===== src/rtl/fps_pkg.sv =====
// force profile sequencer package
// shared widths, reset values, register indexes, phase codes and types
// no dependencies
package fps_pkg;

  localparam int TARGET_W        = 23;
  localparam int HALF_W          = TARGET_W - 1;
  localparam int REG_W           = 16;
  localparam int PHASE_W         = 4;
  localparam int CFG_IDX_W       = 3;
  localparam int CFG_DATA_W      = TARGET_W;

  localparam int COUNT_WIDTH_DEF = 16;
  localparam int RAMP_STEPS_DEF  = 20;

  localparam logic [REG_W-1:0] START_DELAY_RST  = 16'd10;
  localparam logic [REG_W-1:0] SETTLE_DELAY_RST = 16'd5;
  localparam logic [REG_W-1:0] HALF_HOLD_RST    = 16'd20;
  localparam logic [REG_W-1:0] FULL_HOLD_RST    = 16'd40;

  // register map
  typedef enum logic [CFG_IDX_W-1:0] {
    REG_FORCE_TARGET = 3'd0,
    REG_START_DELAY  = 3'd1,
    REG_SETTLE_DELAY = 3'd2,
    REG_HALF_HOLD    = 3'd3,
    REG_FULL_HOLD    = 3'd4
  } reg_idx_t;

  // profile phases
  localparam logic [PHASE_W-1:0] PH_START     = 4'd0;
  localparam logic [PHASE_W-1:0] PH_HALF_HOLD = 4'd1;
  localparam logic [PHASE_W-1:0] PH_RISE      = 4'd2;
  localparam logic [PHASE_W-1:0] PH_FULL_HOLD = 4'd3;
  localparam logic [PHASE_W-1:0] PH_FALL      = 4'd4;
  localparam logic [PHASE_W-1:0] PH_HALF_WAIT = 4'd5;
  localparam logic [PHASE_W-1:0] PH_RAMP_DOWN = 4'd6;
  localparam logic [PHASE_W-1:0] PH_ZERO_HOLD = 4'd7;
  localparam logic [PHASE_W-1:0] PH_RAMP_UP   = 4'd8;

  typedef struct packed {
    logic [TARGET_W-1:0] force_target;
    logic [REG_W-1:0]    start_delay;
    logic [REG_W-1:0]    settle_delay;
    logic [REG_W-1:0]    half_hold;
    logic [REG_W-1:0]    full_hold;
  } cfg_t;

  typedef struct packed {
    logic [TARGET_W-1:0] force_setpoint;
    logic [PHASE_W-1:0]  phase;
    logic                speed_load;
  } res_t;

endpackage


===== src/rtl/fps_cfg_regs.sv =====
// configuration registers and ramp step of the force profile sequencer
// step = (force_target >> 1) / RAMP_STEPS by reciprocal multiply; uses fps_pkg
module fps_cfg_regs import fps_pkg::*; #(
  parameter int RAMP_STEPS = RAMP_STEPS_DEF
) (
  input  logic                  clk,
  input  logic                  rst,
  input  logic                  cfg_wr_en,
  input  logic [CFG_IDX_W-1:0]  cfg_index,
  input  logic [CFG_DATA_W-1:0] cfg_data,
  output cfg_t                  cfg,
  output logic [HALF_W-1:0]     step
);

  // floor(x / R) = (x * ceil(2^(N+l) / R)) >> (N+l) for x < 2^N, l = ceil(log2 R)
  localparam int RECIP_SHIFT = HALF_W + $clog2(RAMP_STEPS);
  localparam int RECIP_W     = HALF_W + 2;
  localparam int PROD_W      = RECIP_SHIFT + HALF_W;
  localparam longint unsigned RECIP_FULL =
    ((64'd1 << RECIP_SHIFT) + 64'(RAMP_STEPS) - 64'd1) / 64'(RAMP_STEPS);
  localparam logic [RECIP_W-1:0] RECIP = RECIP_W'(RECIP_FULL);

  logic [HALF_W-1:0] wr_half;
  logic [PROD_W-1:0] wr_prod;

  assign wr_half = cfg_data[TARGET_W-1:1];
  assign wr_prod = PROD_W'(wr_half) * PROD_W'(RECIP);

  always_ff @(posedge clk) begin
    if (rst) begin
      cfg.force_target <= '0;
      cfg.start_delay  <= START_DELAY_RST;
      cfg.settle_delay <= SETTLE_DELAY_RST;
      cfg.half_hold    <= HALF_HOLD_RST;
      cfg.full_hold    <= FULL_HOLD_RST;
      step             <= '0;
    end else if (cfg_wr_en) begin
      case (cfg_index)
        REG_FORCE_TARGET: begin
          cfg.force_target <= cfg_data[TARGET_W-1:0];
          step             <= wr_prod[RECIP_SHIFT +: HALF_W];
        end
        REG_START_DELAY:  cfg.start_delay  <= cfg_data[REG_W-1:0];
        REG_SETTLE_DELAY: cfg.settle_delay <= cfg_data[REG_W-1:0];
        REG_HALF_HOLD:    cfg.half_hold    <= cfg_data[REG_W-1:0];
        REG_FULL_HOLD:    cfg.full_hold    <= cfg_data[REG_W-1:0];
        default: ;
      endcase
    end
  end

endmodule


===== src/rtl/fps_seq_core.sv =====
// phase sequencer of the force profile: phase, tick counter and setpoint
// one tick per accepted word, next result formed combinationally; uses fps_pkg
module fps_seq_core import fps_pkg::*; #(
  parameter int COUNT_WIDTH = COUNT_WIDTH_DEF,
  parameter int RAMP_STEPS  = RAMP_STEPS_DEF
) (
  input  logic              clk,
  input  logic              rst,
  input  logic              accept,
  input  logic              motor_busy,
  input  cfg_t              cfg,
  input  logic [HALF_W-1:0] step,
  output res_t              res
);

  localparam int CMP_W   = (COUNT_WIDTH > REG_W) ? COUNT_WIDTH : REG_W;
  // ramp phases always enter with a cleared count and leave at RAMP_STEPS
  localparam int RAMP_W  = $clog2(RAMP_STEPS + 1);
  localparam int TOTAL_W = HALF_W + RAMP_W;

  logic [PHASE_W-1:0]     profile_phase, phase_next;
  logic [COUNT_WIDTH-1:0] tick_count, count_inc, tick_count_next;
  logic [TARGET_W-1:0]    setpoint_reg, setpoint_next;
  logic                   speed_next, phase_change;
  logic [HALF_W-1:0]      half;
  logic [TOTAL_W-1:0]     total;
  logic                   total_over, ramp_done;
  logic [CMP_W-1:0]       cnt_cmp;

  assign half       = cfg.force_target[TARGET_W-1:1];
  assign count_inc  = tick_count + COUNT_WIDTH'(1);
  assign cnt_cmp    = CMP_W'(count_inc);
  assign total      = TOTAL_W'(step) * TOTAL_W'(count_inc[RAMP_W-1:0]);
  assign total_over = total > TOTAL_W'(half);
  assign ramp_done  = count_inc >= COUNT_WIDTH'(RAMP_STEPS);

  always_comb begin
    phase_next    = profile_phase;
    setpoint_next = setpoint_reg;
    speed_next    = 1'b0;
    phase_change  = 1'b0;
    case (profile_phase)
      PH_START: begin
        setpoint_next = TARGET_W'(half);
        if (!motor_busy && cnt_cmp > CMP_W'(cfg.start_delay)) begin
          speed_next   = 1'b1;
          phase_next   = PH_HALF_HOLD;
          phase_change = 1'b1;
        end
      end
      PH_HALF_HOLD: begin
        if (cnt_cmp >= CMP_W'(cfg.half_hold)) begin
          setpoint_next = cfg.force_target;
          phase_next    = PH_RISE;
          phase_change  = 1'b1;
        end
      end
      PH_RISE: begin
        if (!motor_busy && cnt_cmp > CMP_W'(cfg.settle_delay)) begin
          phase_next   = PH_FULL_HOLD;
          phase_change = 1'b1;
        end
      end
      PH_FULL_HOLD: begin
        if (cnt_cmp >= CMP_W'(cfg.full_hold)) begin
          setpoint_next = TARGET_W'(half);
          phase_next    = PH_FALL;
          phase_change  = 1'b1;
        end
      end
      PH_FALL: begin
        if (!motor_busy && cnt_cmp > CMP_W'(cfg.settle_delay)) begin
          phase_next   = PH_HALF_WAIT;
          phase_change = 1'b1;
        end
      end
      PH_HALF_WAIT: begin
        if (cnt_cmp >= CMP_W'(cfg.half_hold)) begin
          phase_next   = PH_RAMP_DOWN;
          phase_change = 1'b1;
        end
      end
      PH_RAMP_DOWN: begin
        setpoint_next = total_over ? '0 : TARGET_W'(half - total[HALF_W-1:0]);
        if (ramp_done) begin
          setpoint_next = '0;
          phase_next    = PH_ZERO_HOLD;
          phase_change  = 1'b1;
        end
      end
      PH_ZERO_HOLD: begin
        if (cnt_cmp >= CMP_W'(cfg.half_hold)) begin
          phase_next   = PH_RAMP_UP;
          phase_change = 1'b1;
        end
      end
      PH_RAMP_UP: begin
        setpoint_next = total_over ? TARGET_W'(half) : TARGET_W'(total[HALF_W-1:0]);
        if (ramp_done) begin
          setpoint_next = TARGET_W'(half);
          phase_next    = PH_HALF_HOLD;
          phase_change  = 1'b1;
        end
      end
      default: ;
    endcase
    tick_count_next = phase_change ? '0 : count_inc;
  end

  always_ff @(posedge clk) begin
    if (rst) begin
      profile_phase <= PH_START;
      tick_count    <= '0;
      setpoint_reg  <= '0;
    end else if (accept) begin
      profile_phase <= phase_next;
      tick_count    <= tick_count_next;
      setpoint_reg  <= setpoint_next;
    end
  end

  assign res.force_setpoint = setpoint_next;
  assign res.phase          = phase_next;
  assign res.speed_load     = speed_next;

endmodule


===== src/rtl/fps_out_skid.sv =====
// output register with skid stage for result words
// stall toward the input side comes from a flop only; uses fps_pkg
module fps_out_skid import fps_pkg::*; (
  input  logic clk,
  input  logic rst,
  input  logic push,
  input  res_t push_data,
  output logic full,
  output logic out_valid,
  input  logic out_stall,
  output res_t out_data
);

  logic main_valid, skid_valid;
  res_t main_data, skid_data;
  logic pop;

  assign pop = main_valid && !out_stall;

  always_ff @(posedge clk) begin
    if (rst) begin
      main_valid <= 1'b0;
      skid_valid <= 1'b0;
    end else begin
      if (pop) begin
        if (skid_valid) begin
          main_data  <= skid_data;
          skid_valid <= 1'b0;
        end else if (push) begin
          main_data <= push_data;
        end else begin
          main_valid <= 1'b0;
        end
      end else if (push) begin
        if (!main_valid) begin
          main_data  <= push_data;
          main_valid <= 1'b1;
        end else begin
          skid_data  <= push_data;
          skid_valid <= 1'b1;
        end
      end
    end
  end

  assign full      = skid_valid;
  assign out_valid = main_valid;
  assign out_data  = main_data;

endmodule


===== src/rtl/force_profile_sequencer_core.sv =====
// force profile sequencer top level: one timer tick word in, one result word out
// result: registered in the output register, or in the skid stage behind a stalled output word
// throughput: one word per cycle while the skid stage is free, set by the phase update loop
// reset: phase 0, tick count 0, setpoint 0, registers to 0/10/5/20/40, no clearing pass
// uses fps_pkg, fps_cfg_regs, fps_seq_core, fps_out_skid
module force_profile_sequencer_core import fps_pkg::*; #(
  parameter int COUNT_WIDTH = COUNT_WIDTH_DEF,
  parameter int RAMP_STEPS  = RAMP_STEPS_DEF
) (
  input  logic                  clk,
  input  logic                  rst,
  // tick words
  input  logic                  in_valid,
  output logic                  in_stall,
  input  logic                  motor_busy,
  // result words
  output logic                  out_valid,
  input  logic                  out_stall,
  output logic [TARGET_W-1:0]   force_setpoint,
  output logic [PHASE_W-1:0]    phase,
  output logic                  speed_load,
  // register writes
  input  logic                  cfg_wr_en,
  input  logic [CFG_IDX_W-1:0]  cfg_index,
  input  logic [CFG_DATA_W-1:0] cfg_data
);

  cfg_t              cfg;
  logic [HALF_W-1:0] step;
  res_t              res_next, res_out;
  logic              accept;
  logic              skid_full;

  // a word is taken whenever the skid stage is free, so the output register
  // may hold a stalled result while the next tick is still accepted
  assign in_stall = skid_full;
  assign accept   = in_valid && !in_stall;

  // registers plus the ramp step, which is refreshed at the write itself
  fps_cfg_regs #(
    .RAMP_STEPS (RAMP_STEPS)
  ) u_cfg (
    .clk       (clk),
    .rst       (rst),
    .cfg_wr_en (cfg_wr_en),
    .cfg_index (cfg_index),
    .cfg_data  (cfg_data),
    .cfg       (cfg),
    .step      (step)
  );

  // phase, tick counter and setpoint advance once per accepted word
  fps_seq_core #(
    .COUNT_WIDTH (COUNT_WIDTH),
    .RAMP_STEPS  (RAMP_STEPS)
  ) u_core (
    .clk        (clk),
    .rst        (rst),
    .accept     (accept),
    .motor_busy (motor_busy),
    .cfg        (cfg),
    .step       (step),
    .res        (res_next)
  );

  // result register and skid stage
  fps_out_skid u_out (
    .clk       (clk),
    .rst       (rst),
    .push      (accept),
    .push_data (res_next),
    .full      (skid_full),
    .out_valid (out_valid),
    .out_stall (out_stall),
    .out_data  (res_out)
  );

  assign force_setpoint = res_out.force_setpoint;
  assign phase          = res_out.phase;
  assign speed_load     = res_out.speed_load;

`ifndef ASSERT_OFF
  // skid stage only fills behind a held output word
  a_skid_behind_main: assert property (@(posedge clk) disable iff (rst)
    in_stall |-> out_valid)
    else $error("skid stage full while output register empty");

  // the speed load pulse only comes with the step into the first hold phase
  a_speed_load_phase: assert property (@(posedge clk) disable iff (rst)
    (out_valid && speed_load) |-> (phase == PH_HALF_HOLD))
    else $error("speed load outside the start transition");

  // the sequencer never reports an unused phase code
  a_phase_range: assert property (@(posedge clk) disable iff (rst)
    out_valid |-> (phase <= PH_RAMP_UP))
    else $error("phase code out of range");

  // with the skid full, an output stall holds the input stalled next cycle
  a_stall_holds: assert property (@(posedge clk) disable iff (rst)
    (in_stall && out_stall) |=> in_stall)
    else $error("skid stage drained while output stalled");
`endif

endmodule

===== config.mk =====
export PLATFORM = sky130hd
export DESIGN_NAME = force_profile_sequencer_core
export DESIGN_NICKNAME = d
export VERILOG_FILES = /design/src/rtl/fps_pkg.sv /design/src/rtl/fps_cfg_regs.sv /design/src/rtl/fps_seq_core.sv /design/src/rtl/fps_out_skid.sv /design/src/rtl/force_profile_sequencer_core.sv
export SDC_FILE = /design/constraint.sdc
export NUM_CORES = 1
export LEC_CHECK = 0
export BUFFER_PORTS_ARGS = -buffer_cell sky130_fd_sc_hd__buf_2
export CAP_MARGIN = 20
export CORE_MARGIN = 2
export CORE_UTILIZATION = 54
export DETAILED_ROUTE_END_ITERATION = 12
export HOLD_SLACK_MARGIN = 0.15
export PLACE_DENSITY = 0.71
export SLEW_MARGIN = 20
export SYNTH_ARGS = -nofsm -noshare
export SYNTH_HDL_FRONTEND = slang
export SYNTH_HIERARCHICAL = 1
export SYNTH_SLANG_ARGS = --single-unit

===== constraint.sdc =====
create_clock -name clk -period 12.1 [get_ports clk]
set_clock_uncertainty 0.1 [all_clocks]
set_input_delay 1.21 -clock clk [delete_from_list [all_inputs] [get_ports clk]]
set_output_delay 1.21 -clock clk [all_outputs]
set_load 0.05 [all_outputs]

==> qor.tcl <==
set qor(ys.warnings.count) 6
set qor(num_io_pins) 62
set qor(cts.sinks) 206
set qor(area_of_the_multi_input_gates_mm2) 0.0164
set qor(achievable-frequency_ghz) 0.108
set qor(timing_worst_slew_pin_value_ps) 1090
set qor(max-vdd-ir-drop_mv) 0.890
set qor(fp.dieArea_mm2) 0.0445
set qor(layout.area.seq_mm2) 0.00468
set qor(slew_headroom_pct) 27.3
set qor(arrival_ps) 9480
set qor(initial_core_util_pct) 54.9
set qor(timing.critical_path.slowest_cell_delay_ps) 720
set qor(hold_path_end) {u_cfg/cfg[4]$_SDFFE_PP0P_}
set qor(synth_top_flop_cell) {dfxtp_1}
set qor(dp_cells) 3184
set qor(drt_wl_total_um) 61400
set qor(grt_max_degree) 58
set qor(num_antenna_cells) 0
set qor(number_of_detailed_routing_iterations_run_before_antenna_repair) 5
set qor(finalNetCount) 3229
set qor(power.internal_uw) 2970
set qor(groute.usage.overall_pct) 27.9
set qor(netSwitchingPower_uw) 2960
set qor(sequentialPowerShare_pct) 13.5
set qor(die_y_um) 211
set qor(fin_worst_hold_slack_ps) 355
set qor(fin_crit_sh_pct) 76.8
set qor(combPwrFrac_pct) 74.1
set qor(layout-drive-gt1-share_pct) 7.03
set qor(timing.critical_path.from_type) {flop}
set qor(count_of_state_elements_after_synthesis) 206
set qor(mappedNetlistArea_mm2) 0.0231
set qor(pwr_density_cell_mw_per_mm2) 240
set qor(r2r.worst_path.cells) 29
set qor(worst_r2r_endpoint) {u_out/out_data[17]$_DFFE_PP_}
set qor(share_clk_of_total_power_pct) 12.4
set qor(switching_share_pct) 49.9
set qor(largest_register_ffs) 87
set qor(min_path_cells) 2
set qor(worst_skew_pair.late_latency_ps) 540
set qor(hp-class) {reg -> reg}
set qor(max-clock-path-buffers) 3
set qor(grt_overflow) 0
set qor(port_buffer_cells) 61
set qor(slew_violations) 0
set qor(syn-instance-count) 2664
set qor(cts_made_buffers) 24
set qor(area_delta_synth_final_pct) 6.53
set qor(critPathMostFrequentCell) {fa_1}
set qor(rows) 75
set qor(final_cells) 3229
set qor(max_flop_register) {u_cfg/cfg}
set qor(cap_viol_max_count) 0
set qor(first_global_vias) 19195
set qor(power.static_leakage_uw) 0.0117
set qor(layout_commonest_cell) {inv_1}
set qor(initialDrtViolationCount) 1303
set qor(critPathMaxFanout) 31
set qor(cts.clk_slew.worst_paths_ps) 60
set qor(num_vias) 18890
set qor(endpoint_kind) {flop}
set qor(num-fill-cells) 3721
set qor(grt_first_pass_wirelength_um) 99800
set qor(postSynthAreaPerCell_um2) 8.69
set qor(setup_violations) 0
set qor(critPathRequiredTime_ps) 12280
set qor(post_drt_via_cell_ratio) 5.85
set qor(cts_resized) 0
set qor(layout.cells.most_common_list) {431 x inv_1, 322 x ha_1, 307 x nand2_1, 213 x a21oi_1, 203 x fa_1}
set qor(clock_tree_from_tritoncts) {built}
set qor(cts-root-buf) {clkbuf_16}
set qor(cts.hold.buffers_added) 0
set qor(proportion_of_synthesized_chip_area_in_sequential_cells_pct) 20.2
set qor(count_of_different_cell_masters_after_synthesis) 90
set qor(antenna_violations_before_repair) 0
set qor(report.power.total_uw) 5920
set qor(setup_repair_after_global_routing_missed_its_margin) {no}
set qor(hold_viol) 0
set qor(post-cts-setup-buffer-count) 0
set qor(postSynth.asyncResetShare_pct) 0
set qor(detail-route-antenna-nets) 0
set qor(worst-r2r-setup-slack_ps) 2800
set qor(placeable_core_area_mm2) 0.0421
set qor(worst_r2r_startpoint) {u_core/tick_count[0]$_SDFFE_PP0P_}
set qor(wl_per_cell_um) 19.0
set qor(gp_congestion) 0.961
set qor(finalWorstPathRequiredPeriod_ps) 9300
set qor(timing_worst_setup_path_type) {reg -> reg}
set qor(run_status) {finished clean}
set qor(dieWidth_um) 211
set qor(htree_levels) 1
set qor(synth-edff-count) 56
set qor(place.detailed.hpwl_um) 48700
set qor(drc) 0
set qor(setup_tns_ps) 0
set qor(timing.hold.worst.start) {u_cfg/cfg[4]$_SDFFE_PP0P_}
set qor(critPathSlowestCell) {or4b_1}
==> cell type report <==
cell class | instances | area share (%)
clock buffers | 33 | 2.74
clock inverters | 11 | 0.482
inverters | 432 | 6.58
multi-input cells | 1922 | 66.4
flip-flops and latches | 206 | 19.0
well taps | 539 | 2.73
repair buffers | 86 | 2.09
==> power by group through the flow <==
| stage | clock, uW | combinational [uW] | sequential, uW |
|---|---|---|---|
| after floorplan | 0 | 3260 | 824 |
| after global placement | 0 | 4180 | 814 |
| after detailed placement | 0 | 4270 | 816 |
| after CTS | 742 | 4310 | 801 |
| after global routing | 768 | 4910 | 808 |
| final | 734 | 4390 | 802 |
==> how the worst max path moves through the flow <==
| stage | from | end | slack (ps) | cells past startpoint |
|---|---|---|---|---|
| after detailed placement | u_core/tick_count[0]$_SDFFE_PP0P_ | u_out/out_data[17]$_DFFE_PP_ | 2860 | 29 |
| after CTS | u_core/tick_count[0]$_SDFFE_PP0P_ | u_out/out_data[17]$_DFFE_PP_ | 2850 | 29 |
| after floorplan | u_core/tick_count[0]$_SDFFE_PP0P_ | u_out/out_data[16]$_DFFE_PP_ | 4190 | 32 |
| after global routing | u_core/tick_count[0]$_SDFFE_PP0P_ | u_out/out_data[17]$_DFFE_PP_ | 2150 | 29 |
| after global placement | u_core/tick_count[0]$_SDFFE_PP0P_ | u_out/out_data[17]$_DFFE_PP_ | 3070 | 29 |
| final | u_core/tick_count[0]$_SDFFE_PP0P_ | u_out/out_data[17]$_DFFE_PP_ | 2800 | 29 |
==> stage by stage <==
step	util [%]	setup slack (ps)	cell area, um^2
2_1_floorplan	-	4190	23200
3_3_place_gp	56.6	3070	23800
3_5_place_dp	56.6	2860	23800
4_1_cts	58.5	2850	24600
5_1_grt	58.5	2150	24700
6_report	58.5	2800	24700
==> cells by family after synthesis <==
group                      synth area share (%)
and+or+nand+nor                            15.6
AOI/OAI and AO/OA                          15.5
xor gates and xnor gates                   2.46
buffers and inverters                      9.27
other                                    0.0162
adders and majority gates                  35.0
muxes                                      1.91
DFF                                        20.2
==> cell usage after synthesis, types with 10 or more instances <==
master      n  area (um^2)
clkbuf_1   78          293
a31oi_1    11         68.8
a22o_1     11         96.3
nand4_1    31          194
and2_1     83          519
and4_1     10         87.6
dfxtp_1   150         3000
o211ai_1   18          135
a21o_1     47          353
xor2_1     25          219
a221oi_1   19          166
mux2_4     20          300
nand2b_1   38          238
nor2_1    112          420
nor3_1     24          120
or3_1      12         75.1
nand3_1    60          300
a211oi_1   26          195
o21a_1     11         82.6
nor2b_1    14         87.6
fa_1      203         4060
nand2_1   308         1160
a221o_1    11          110
and3_1     18          113
o22ai_1    22          138
xnor2_1    40          350
edfxtp_1   56         1680
o21ai_0    66          330
a21oi_1   213         1070
inv_1     431         1620
ha_1      322         4030
==> metal layers <==
layer	GRT usage, %	share of wire (%)	vias to the layer above
met5	0	0	-
met4	9.08	3.1	0
met3	1.78	4.6	107
met2	49.8	50	581
met1	36.1	43	9213
li1	-	-	8989
==> critical path, delay by kind of cell, from the launching register on <==
family / cells / cell delay, ps
AO/OA/AOI/OAI: 10 / 2610
XOR/XNOR: 2 / 780
adder cells (fa/ha/maj): 5 / 2220
buffers and inverters: 4 / 740
flip-flops: 1 / 340
multiplexers: 1 / 260
AND/OR/NAND/NOR: 7 / 1960
(Power assumes the default switching activity.)
